===== config.mk =====
export PLATFORM = sky130hd
export DESIGN_NAME = rv64_instruction_control_decoder_unit
export DESIGN_NICKNAME = d
export VERILOG_FILES = /design/src/hw/rtl/rv64_icd_pkg.sv /design/src/hw/rtl/rv64_icd_decode.sv /design/src/hw/rtl/rv64_instruction_control_decoder_unit.sv
export SDC_FILE = /design/constraint.sdc
export NUM_CORES = 1
export LEC_CHECK = 0
export BUFFER_PORTS_ARGS = -buffer_cell sky130_fd_sc_hd__buf_2
export CAP_MARGIN = 30
export CORE_MARGIN = 4
export CORE_UTILIZATION = 40
export CTS_CLUSTER_SIZE = 25
export DETAILED_ROUTE_END_ITERATION = 16
export HOLD_SLACK_MARGIN = 0.06
export SYNTH_ARGS = -nofsm -noshare
export SYNTH_HDL_FRONTEND = slang
export SYNTH_SLANG_ARGS = --single-unit

===== constraint.sdc =====
create_clock -name clk -period 1.85 [get_ports clk]
set_input_delay 0.185 -clock clk [delete_from_list [all_inputs] [get_ports clk]]
set_output_delay 0.185 -clock clk [all_outputs]
set_load 0.02 [all_outputs]

===== src/hw/rtl/rv64_icd_pkg.sv =====
// Shared types and encodings for the RV64 instruction control decoder.
package rv64_icd_pkg;

    localparam int unsigned InstrWidth = 32;
    localparam int unsigned AluOpWidth = 7;

    typedef logic [6:0] opcode_t;
    typedef logic [6:0] funct7_t;

    localparam opcode_t OPC_OP        = 7'b0110011;
    localparam opcode_t OPC_LOAD      = 7'b0000011;
    localparam opcode_t OPC_STORE     = 7'b0100011;
    localparam opcode_t OPC_BRANCH    = 7'b1100011;
    localparam opcode_t OPC_OP_IMM    = 7'b0010011;
    localparam opcode_t OPC_OP_FP     = 7'b1010011;
    localparam opcode_t OPC_OP_IMM_32 = 7'b0011011;
    localparam opcode_t OPC_OP_32     = 7'b0111011;
    localparam opcode_t OPC_JAL       = 7'b1101111;
    localparam opcode_t OPC_JALR      = 7'b1100111;
    localparam opcode_t OPC_LUI       = 7'b0110111;
    localparam opcode_t OPC_AUIPC     = 7'b0010111;
    localparam opcode_t OPC_LOAD_FP   = 7'b0000111;
    localparam opcode_t OPC_STORE_FP  = 7'b0100111;
    localparam opcode_t OPC_MADD      = 7'b1000011;
    localparam opcode_t OPC_ALT_RTYPE = 7'b0000001;

    localparam funct7_t F7_BASE   = 7'b0000000;
    localparam funct7_t F7_ALT    = 7'b0100000;
    localparam funct7_t F7_MULDIV = 7'b0000001;

    localparam funct7_t F7_FADD_S   = 7'h00;
    localparam funct7_t F7_FADD_D   = 7'h01;
    localparam funct7_t F7_FSUB_S   = 7'h04;
    localparam funct7_t F7_FSUB_D   = 7'h05;
    localparam funct7_t F7_FMUL_S   = 7'h08;
    localparam funct7_t F7_FMUL_D   = 7'h09;
    localparam funct7_t F7_FDIV_S   = 7'h0C;
    localparam funct7_t F7_FDIV_D   = 7'h0D;
    localparam funct7_t F7_FSQRT_S  = 7'h2C;
    localparam funct7_t F7_FSQRT_D  = 7'h2D;
    localparam funct7_t F7_FCVT_X_S = 7'h60;
    localparam funct7_t F7_FCVT_X_D = 7'h61;
    localparam funct7_t F7_FCVT_S_X = 7'h68;
    localparam funct7_t F7_FCVT_D_X = 7'h69;
    localparam funct7_t F7_FSGNJ_S  = 7'h10;
    localparam funct7_t F7_FSGNJ_D  = 7'h11;
    localparam funct7_t F7_FMINMAX_S = 7'h14;
    localparam funct7_t F7_FMINMAX_D = 7'h15;
    localparam funct7_t F7_FCMP_S   = 7'h50;
    localparam funct7_t F7_FCMP_D   = 7'h51;
    localparam funct7_t F7_FMV_W_X  = 7'h78;
    localparam funct7_t F7_FMV_D_X  = 7'h79;
    localparam funct7_t F7_FMV_X_S  = 7'h70;
    localparam funct7_t F7_FMV_X_D  = 7'h71;

    typedef enum logic [AluOpWidth-1:0] {
        ALU_NONE = 7'd0,
        ALU_ADD, ALU_SUB, ALU_MUL, ALU_SLL, ALU_MULH, ALU_SLT, ALU_MULHSU,
        ALU_SLTU, ALU_MULHU, ALU_XOR, ALU_DIV, ALU_SRL, ALU_SRA, ALU_DIVU, ALU_OR,
        ALU_REM, ALU_AND, ALU_REMU, ALU_ADDW, ALU_SLLW, ALU_SRLW, ALU_SRAW, ALU_SUBW,
        ALU_MULW, ALU_DIVW, ALU_DIVUW, ALU_REMW, ALU_REMUW, ALU_FMADD_S,
        ALU_FADD_S, ALU_FADD_D, ALU_FSUB_S, ALU_FSUB_D, ALU_FMUL_S, ALU_FMUL_D,
        ALU_FDIV_S, ALU_FDIV_D, ALU_FSQRT_S, ALU_FSQRT_D,
        ALU_FCVT_W_S, ALU_FCVT_WU_S, ALU_FCVT_L_S, ALU_FCVT_LU_S,
        ALU_FCVT_W_D, ALU_FCVT_WU_D, ALU_FCVT_L_D, ALU_FCVT_LU_D,
        ALU_FCVT_S_W, ALU_FCVT_S_WU, ALU_FCVT_S_L, ALU_FCVT_S_LU,
        ALU_FCVT_D_W, ALU_FCVT_D_WU, ALU_FCVT_D_L, ALU_FCVT_D_LU,
        ALU_FSGNJ_S, ALU_FSGNJN_S, ALU_FSGNJX_S, ALU_FSGNJ_D, ALU_FSGNJN_D, ALU_FSGNJX_D,
        ALU_FMIN_S, ALU_FMAX_S, ALU_FMIN_D, ALU_FMAX_D,
        ALU_FEQ_S, ALU_FLT_S, ALU_FLE_S, ALU_FEQ_D, ALU_FLT_D, ALU_FLE_D,
        ALU_FMV_W_X, ALU_FMV_D_X, ALU_FMV_X_W, ALU_FCLASS_S, ALU_FMV_X_D, ALU_FCLASS_D,
        ALU_FMADD_D, ALU_FMSUB_S, ALU_FMSUB_D, ALU_FNMADD_S, ALU_FNMADD_D,
        ALU_FNMSUB_S, ALU_FNMSUB_D
    } alu_op_t;

    typedef struct packed {
        logic reg_write;
        logic alu_src_imm;
        logic mem_to_reg;
        logic mem_read;
        logic mem_write;
        logic branch;
        logic alu_use;
    } ctrl_flags_t;

    typedef struct packed {
        alu_op_t     op;
        ctrl_flags_t flags;
    } dec_result_t;

endpackage


===== src/hw/rtl/rv64_icd_decode.sv =====
// Combinational decode of one instruction word into control flags and an ALU operation.
module rv64_icd_decode
    import rv64_icd_pkg::*;
(
    input  logic [InstrWidth-1:0] instr,
    output dec_result_t           result
);

    opcode_t     opc;
    logic [2:0]  f3;
    funct7_t     f7;
    logic [4:0]  f5;
    alu_op_t     rr_op;
    alu_op_t     m_op;
    alu_op_t     fp_op;
    alu_op_t     op;
    ctrl_flags_t flags;

    assign opc = instr[6:0];
    assign f3  = instr[14:12];
    assign f7  = instr[31:25];
    assign f5  = instr[24:20];

    always_comb
    begin
        unique case (f3)
            3'd0: rr_op = ALU_ADD;
            3'd1: rr_op = ALU_SLL;
            3'd2: rr_op = ALU_SLT;
            3'd3: rr_op = ALU_SLTU;
            3'd4: rr_op = ALU_XOR;
            3'd5: rr_op = ALU_SRL;
            3'd6: rr_op = ALU_OR;
            default: rr_op = ALU_AND;
        endcase
        unique case (f3)
            3'd0: m_op = ALU_MUL;
            3'd1: m_op = ALU_MULH;
            3'd2: m_op = ALU_MULHSU;
            3'd3: m_op = ALU_MULHU;
            3'd4: m_op = ALU_DIV;
            3'd5: m_op = ALU_DIVU;
            3'd6: m_op = ALU_REM;
            default: m_op = ALU_REMU;
        endcase
    end

    // The fused encodings under the FP opcode need funct2 equal to funct7[1:0], which is
    // always three for those funct7 values, so they fall through to no operation.
    always_comb
    begin
        fp_op = ALU_NONE;
        unique case (f7)
            F7_FADD_S:  fp_op = ALU_FADD_S;
            F7_FADD_D:  fp_op = ALU_FADD_D;
            F7_FSUB_S:  fp_op = ALU_FSUB_S;
            F7_FSUB_D:  fp_op = ALU_FSUB_D;
            F7_FMUL_S:  fp_op = ALU_FMUL_S;
            F7_FMUL_D:  fp_op = ALU_FMUL_D;
            F7_FDIV_S:  fp_op = ALU_FDIV_S;
            F7_FDIV_D:  fp_op = ALU_FDIV_D;
            F7_FSQRT_S: fp_op = ALU_FSQRT_S;
            F7_FSQRT_D: fp_op = ALU_FSQRT_D;
            F7_FCVT_X_S:
            begin
                unique case (f5)
                    5'd0: fp_op = ALU_FCVT_W_S;
                    5'd1: fp_op = ALU_FCVT_WU_S;
                    5'd2: fp_op = ALU_FCVT_L_S;
                    5'd3: fp_op = ALU_FCVT_LU_S;
                    default: fp_op = ALU_NONE;
                endcase
            end
            F7_FCVT_X_D:
            begin
                unique case (f5)
                    5'd0: fp_op = ALU_FCVT_W_D;
                    5'd1: fp_op = ALU_FCVT_WU_D;
                    5'd2: fp_op = ALU_FCVT_L_D;
                    5'd3: fp_op = ALU_FCVT_LU_D;
                    default: fp_op = ALU_NONE;
                endcase
            end
            F7_FCVT_S_X:
            begin
                unique case (f5)
                    5'd0: fp_op = ALU_FCVT_S_W;
                    5'd1: fp_op = ALU_FCVT_S_WU;
                    5'd2: fp_op = ALU_FCVT_S_L;
                    5'd3: fp_op = ALU_FCVT_S_LU;
                    default: fp_op = ALU_NONE;
                endcase
            end
            F7_FCVT_D_X:
            begin
                unique case (f5)
                    5'd0: fp_op = ALU_FCVT_D_W;
                    5'd1: fp_op = ALU_FCVT_D_WU;
                    5'd2: fp_op = ALU_FCVT_D_L;
                    5'd3: fp_op = ALU_FCVT_D_LU;
                    default: fp_op = ALU_NONE;
                endcase
            end
            F7_FSGNJ_S:
            begin
                unique case (f3)
                    3'd0: fp_op = ALU_FSGNJ_S;
                    3'd1: fp_op = ALU_FSGNJN_S;
                    3'd2: fp_op = ALU_FSGNJX_S;
                    default: fp_op = ALU_NONE;
                endcase
            end
            F7_FSGNJ_D:
            begin
                unique case (f3)
                    3'd0: fp_op = ALU_FSGNJ_D;
                    3'd1: fp_op = ALU_FSGNJN_D;
                    3'd2: fp_op = ALU_FSGNJX_D;
                    default: fp_op = ALU_NONE;
                endcase
            end
            F7_FMINMAX_S:
            begin
                unique case (f3)
                    3'd0: fp_op = ALU_FMIN_S;
                    3'd1: fp_op = ALU_FMAX_S;
                    default: fp_op = ALU_NONE;
                endcase
            end
            F7_FMINMAX_D:
            begin
                unique case (f3)
                    3'd0: fp_op = ALU_FMIN_D;
                    3'd1: fp_op = ALU_FMAX_D;
                    default: fp_op = ALU_NONE;
                endcase
            end
            F7_FCMP_S:
            begin
                unique case (f3)
                    3'd2: fp_op = ALU_FEQ_S;
                    3'd1: fp_op = ALU_FLT_S;
                    3'd0: fp_op = ALU_FLE_S;
                    default: fp_op = ALU_NONE;
                endcase
            end
            F7_FCMP_D:
            begin
                unique case (f3)
                    3'd2: fp_op = ALU_FEQ_D;
                    3'd1: fp_op = ALU_FLT_D;
                    3'd0: fp_op = ALU_FLE_D;
                    default: fp_op = ALU_NONE;
                endcase
            end
            F7_FMV_W_X: fp_op = ALU_FMV_W_X;
            F7_FMV_D_X: fp_op = ALU_FMV_D_X;
            F7_FMV_X_S:
            begin
                unique case (f3)
                    3'd0: fp_op = ALU_FMV_X_W;
                    3'd1: fp_op = ALU_FCLASS_S;
                    default: fp_op = ALU_NONE;
                endcase
            end
            F7_FMV_X_D:
            begin
                unique case (f3)
                    3'd0: fp_op = ALU_FMV_X_D;
                    3'd1: fp_op = ALU_FCLASS_D;
                    default: fp_op = ALU_NONE;
                endcase
            end
            default: fp_op = ALU_NONE;
        endcase
    end

    always_comb
    begin
        op = ALU_NONE;
        unique case (opc)
            OPC_OP:
            begin
                priority if (f7 == F7_MULDIV)
                    op = m_op;
                else if (f7 == F7_BASE)
                    op = rr_op;
                else if (f7 == F7_ALT && f3 == 3'd0)
                    op = ALU_SUB;
                else if (f7 == F7_ALT && f3 == 3'd5)
                    op = ALU_SRA;
                else
                    op = ALU_NONE;
            end
            OPC_OP_IMM:
            begin
                priority if (f3 != 3'd5)
                    op = rr_op;
                else if (f7 == F7_BASE)
                    op = ALU_SRL;
                else if (f7 == F7_ALT)
                    op = ALU_SRA;
                else
                    op = ALU_NONE;
            end
            OPC_BRANCH:
            begin
                unique case (f3)
                    3'd0, 3'd1: op = ALU_SUB;
                    3'd4, 3'd5: op = ALU_SLT;
                    3'd6, 3'd7: op = ALU_SLTU;
                    default:    op = ALU_NONE;
                endcase
            end
            OPC_LOAD, OPC_STORE, OPC_JALR, OPC_JAL, OPC_LUI, OPC_AUIPC:
                op = ALU_ADD;
            OPC_OP_IMM_32:
            begin
                priority if (f3 == 3'd0)
                    op = ALU_ADDW;
                else if (f3 == 3'd1)
                    op = ALU_SLLW;
                else if (f3 == 3'd5 && f7 == F7_BASE)
                    op = ALU_SRLW;
                else if (f3 == 3'd5 && f7 == F7_ALT)
                    op = ALU_SRAW;
                else
                    op = ALU_NONE;
            end
            OPC_OP_32:
            begin
                unique case (f3)
                    3'd0:
                    begin
                        priority if (f7 == F7_BASE)
                            op = ALU_ADDW;
                        else if (f7 == F7_ALT)
                            op = ALU_SUBW;
                        else if (f7 == F7_MULDIV)
                            op = ALU_MULW;
                        else
                            op = ALU_NONE;
                    end
                    3'd1: op = ALU_SLLW;
                    3'd4: op = (f7 == F7_MULDIV) ? ALU_DIVW : ALU_NONE;
                    3'd5:
                    begin
                        priority if (f7 == F7_BASE)
                            op = ALU_SRLW;
                        else if (f7 == F7_ALT)
                            op = ALU_SRAW;
                        else if (f7 == F7_MULDIV)
                            op = ALU_DIVUW;
                        else
                            op = ALU_NONE;
                    end
                    3'd6: op = (f7 == F7_MULDIV) ? ALU_REMW : ALU_NONE;
                    3'd7: op = (f7 == F7_MULDIV) ? ALU_REMUW : ALU_NONE;
                    default: op = ALU_NONE;
                endcase
            end
            OPC_MADD:  op = ALU_FMADD_S;
            OPC_OP_FP: op = fp_op;
            OPC_LOAD_FP, OPC_STORE_FP:
                op = (f3 == 3'd2 || f3 == 3'd3) ? ALU_ADD : ALU_NONE;
            default: op = ALU_NONE;
        endcase
    end

    always_comb
    begin
        flags = '0;
        unique case (opc)
            OPC_OP, OPC_ALT_RTYPE, OPC_OP_FP:
            begin
                flags.reg_write = 1'b1;
                flags.alu_use   = 1'b1;
            end
            OPC_LOAD, OPC_LOAD_FP:
            begin
                flags.alu_src_imm = 1'b1;
                flags.mem_to_reg  = 1'b1;
                flags.reg_write   = 1'b1;
                flags.mem_read    = 1'b1;
            end
            OPC_STORE, OPC_STORE_FP:
            begin
                flags.alu_src_imm = 1'b1;
                flags.alu_use     = 1'b1;
                flags.mem_write   = 1'b1;
            end
            OPC_BRANCH:
            begin
                flags.alu_use = 1'b1;
                flags.branch  = 1'b1;
            end
            OPC_OP_IMM, OPC_LUI, OPC_AUIPC:
            begin
                flags.alu_src_imm = 1'b1;
                flags.reg_write   = 1'b1;
                flags.alu_use     = 1'b1;
            end
            OPC_JAL:
            begin
                flags.reg_write = 1'b1;
                flags.branch    = 1'b1;
            end
            OPC_JALR:
            begin
                flags.alu_src_imm = 1'b1;
                flags.reg_write   = 1'b1;
                flags.branch      = 1'b1;
            end
            default: flags = '0;
        endcase
    end

    assign result.op    = op;
    assign result.flags = flags;

endmodule


===== src/hw/rtl/rv64_instruction_control_decoder_unit.sv =====
// Top level of the RV64 instruction control decoder with its request and result registers.
// An accepted request is held in the input register, then decoded into the result register, which offers it.
// Throughput: one request per cycle while out_ready does not stall the output; each register holds one.
// The decode table between the two registers is combinational.
// Reset clears both valid flags; the payload registers are not reset.
module rv64_instruction_control_decoder_unit
    import rv64_icd_pkg::*;
(
    input  logic                  clk,
    input  logic                  rst_n,
    input  logic                  in_valid,
    output logic                  in_ready,
    input  logic [InstrWidth-1:0] instr_word,
    output logic                  out_valid,
    input  logic                  out_ready,
    output logic [AluOpWidth-1:0] alu_operation,
    output logic                  reg_write_en,
    output logic                  alu_src_imm,
    output logic                  mem_to_reg_sel,
    output logic                  mem_read_en,
    output logic                  mem_write_en,
    output logic                  branch_flag,
    output logic                  alu_use_flag
);

    logic                  s1_valid_reg;
    logic                  s1_valid_next;
    logic [InstrWidth-1:0] instr_reg;
    logic                  out_valid_reg;
    logic                  out_valid_next;
    dec_result_t           result_reg;
    dec_result_t           dec_result;
    logic                  advance;

    rv64_icd_decode u_decode (
        .instr  (instr_reg),
        .result (dec_result)
    );

    assign advance  = !out_valid_reg || out_ready;
    assign in_ready = !s1_valid_reg || advance;

    always_comb
    begin
        s1_valid_next  = in_ready ? in_valid : s1_valid_reg;
        out_valid_next = advance ? s1_valid_reg : out_valid_reg;
    end

    always_ff @(posedge clk or negedge rst_n)
    begin
        if (!rst_n)
        begin
            s1_valid_reg  <= 1'b0;
            out_valid_reg <= 1'b0;
        end
        else
        begin
            s1_valid_reg  <= s1_valid_next;
            out_valid_reg <= out_valid_next;
        end
    end

    always_ff @(posedge clk)
    begin
        if (in_valid && in_ready)
        begin
            instr_reg <= instr_word;
        end
        if (advance && s1_valid_reg)
        begin
            result_reg <= dec_result;
        end
    end

    assign out_valid      = out_valid_reg;
    assign alu_operation  = result_reg.op;
    assign reg_write_en   = result_reg.flags.reg_write;
    assign alu_src_imm    = result_reg.flags.alu_src_imm;
    assign mem_to_reg_sel = result_reg.flags.mem_to_reg;
    assign mem_read_en    = result_reg.flags.mem_read;
    assign mem_write_en   = result_reg.flags.mem_write;
    assign branch_flag    = result_reg.flags.branch;
    assign alu_use_flag   = result_reg.flags.alu_use;

endmodule


==> impl_metrics.env <==
export IMPL_synth_top_cell_by_area="edfxtp_1"
export IMPL_ys_types=71
export IMPL_grt_pass1_wl_mm=14.3
export IMPL_mostFrequentLayoutCell="buf_4"
export IMPL_die_h_um=91.0
export IMPL_worst_path_max_fanout=7
export IMPL_period_needed_ps=1910
export IMPL_worst_slack_ps=-59.5
export IMPL_worstSetupPathType="register to register"
export IMPL_drtPass1Iterations=5
export IMPL_gp_congestion=1.02
export IMPL_area_growth_synth_to_final_pct=56.9
export IMPL_max_cap_violations=0
export IMPL_worstSetupStartpointType="register"
export IMPL_synth_top_area_share_pct=38.1
export IMPL_wl_mm=8.51
export IMPL_nets=480
export IMPL_ys_warn_count=0
export IMPL_cts_buffer_depth=2
export IMPL_grt_ovfl_total=0
export IMPL_slew_violations=0
export IMPL_path_cells="buf_6, buf_4, or3b_1, a2111oi_4, o41ai_2, o211ai_2"
export IMPL_cts_tree="done"
export IMPL_start_util_pct=42.2
export IMPL_max_freq_mhz=524
export IMPL_grt_max_degree=23
export IMPL_regArea_um2=1100
export IMPL_synth_area_top_cells="edfxtp_1 38%, a21oi_1 3.6%, buf_2 3.4%"
export IMPL_required_ps=1990
export IMPL_multi_input_area_um2=1720
export IMPL_final_util_pct=66.2
export IMPL_synth_cell_area_um2=2760
export IMPL_vdd_drop_max_mv=0.379
export IMPL_postRouteAntennaNets=0
export IMPL_final_cell_mix="88 x buf_4, 41 x buf_2, 35 x edfxtp_1, 21 x dlygate4sd3_1, 20 x nand2_1"
export IMPL_clock_sinks=37
export IMPL_synth_seq_cells=37
export IMPL_startpoint="instr_reg[27]"
export IMPL_insertion_delay_ps=300
export IMPL_power_density_nw_per_um2=559
export IMPL_worst_slew_pin_slew_ps=375
export IMPL_grt_use_total_pct=20.8
export IMPL_die_x_um=91.0
export IMPL_stdcell_count=522
export IMPL_synth_flop_cell="edfxtp_1"
export IMPL_crit_path_end_kind="register"
export IMPL_hpwl_mm=5.95
export IMPL_slowest_stage="or3b_1"
export IMPL_synth_edf_count=35
export IMPL_rsz0062_at_grt="yes"
export IMPL_finalHoldViolCount=0
export IMPL_r2r_start="instr_reg[27]"
export IMPL_core_area_um2=6530
export IMPL_hold_class="input pin to register"
export IMPL_relSlewSlack_pct=74.8
export IMPL_grt_pass1_vias=2992
export IMPL_io_pins=52
export IMPL_synth_nets=337
export IMPL_drc=0
export IMPL_largest_reg_flops=22
export IMPL_min_period_over_period_pct=103
export IMPL_h_tree_depth=2
export IMPL_status="finished, violations left"
export IMPL_ys_seq_area_share_pct=39.9
export IMPL_setup_viol=6
export IMPL_dp_cells=481
export IMPL_crit_family="compound AO/OA/AOI/OAI gates"
export IMPL_p_leak_nw=1.71
export IMPL_row_count=29
export IMPL_skew_ps=10.5
export IMPL_path_clk_slew_ps=70
export IMPL_die_area_um2=8290
export IMPL_wire_per_inst_um=16.3
export IMPL_cp_arrival_ps=2040
export IMPL_vias_per_cell=5.70
export IMPL_drtIter0Drc=207
export IMPL_cts_made_buffers=5
export IMPL_antenna_cells=0
export IMPL_syn_inst=301
export IMPL_worstHoldStart="instr_word[1]"
export IMPL_violations="negative setup slack"
export IMPL_io_buffer_count=41
export IMPL_fill_cells=515
export IMPL_avgSynthCellArea_um2=9.16
export IMPL_antenna_found_initial=0
export IMPL_num_vias=2973
export IMPL_cts_root_buf="clkbuf_8"
export IMPL_layout_drive_gt1_share_pct=44.7
export IMPL_slowest_delay_ps=440
export IMPL_path_buf_inv=2
export IMPL_ys_async_sr_fraction_pct=5.41
## synthesized netlist by cell type (5+ instances only)
| cell | instances |
|---|---|
| nand2_1 | 21 |
| nor4_1 | 8 |
| a31oi_1 | 8 |
| o21ai_0 | 13 |
| a21oi_1 | 20 |
| nand2b_1 | 10 |
| nor2b_1 | 10 |
| buf_2 | 19 |
| nand3_1 | 11 |
| nand4_1 | 14 |
| edfxtp_1 | 35 |
| nor2_1 | 16 |
| inv_1 | 6 |
| nor3_1 | 6 |
| and2_1 | 5 |
## metal layers
metal  up-vias  wire, µm  track usage (%)
met5         -         0                0
met4         0       154             6.66
met3        14       559             3.31
met2       121      4020             33.4
met1      1376      3780             28.9
li1       1462         -                -
## timing repair
action,4_1_cts,5_1_grt
setup buffers,14,2
endpoints found under the setup margin,7,7
hold buffers,20,1
resized for setup,36,28
pin swaps,20,11
hold endpoints to repair,21,1
## stage by stage
stage                     TNS (ps)  power, W  instance area, µm²  hold slack, ps  setup WS (ps)
after floorplan                  0   0.00131                2760            -111           13.3
after global placement        -591   0.00155                3620           -30.5           -191
after detailed placement      -768   0.00156                3620           -24.6           -189
after CTS                    -65.3   0.00239                4190            60.3          -29.0
after global routing          -777   0.00253                4330            61.2           -146
final                         -174   0.00242                4330            68.4          -59.5
## kinds of logic after synthesis
family | synth area share [%]
AO/OA/AOI/OAI | 22.0
XOR/XNOR | 0.953
adder cells (fa/ha/maj) | 0.363
buffers and inverters | 6.58
flip-flops | 39.9
multiplexers | 0.363
AND/OR/NAND/NOR | 29.8
## where the power goes
part | internal (W) | switching, W | leakage, nW
clock | 0.000440 | 0.000305 | 0.0585
combinational | 0.000321 | 0.000343 | 1.28
sequential | 0.000980 | 0.0000294 | 0.364
## cell type report
cell class / count / share of cell area, %
timing repair buffer: 165 / 29.2
clock inverter: 1 / 0.694
sequential: 37 / 25.4
clock buffer: 7 / 2.00
multi-input combinational: 227 / 39.8
tap: 77 / 2.23
inverter: 8 / 0.694
## worst paths after layout
path / end / slack (ps) / depth (start not counted)
setup / recovery: alu_operation[0] / -60 / 6
hold / removal: instr_reg[1] / 70 / 1
setup reg to reg: alu_operation[0] / -60 / 6
hold reg to reg: out_valid / 510 / 1
max in group asynchronous: out_valid / 1550 / 2
min in group asynchronous: s1_valid_reg / 210 / 2
(Power assumes the default switching activity.)
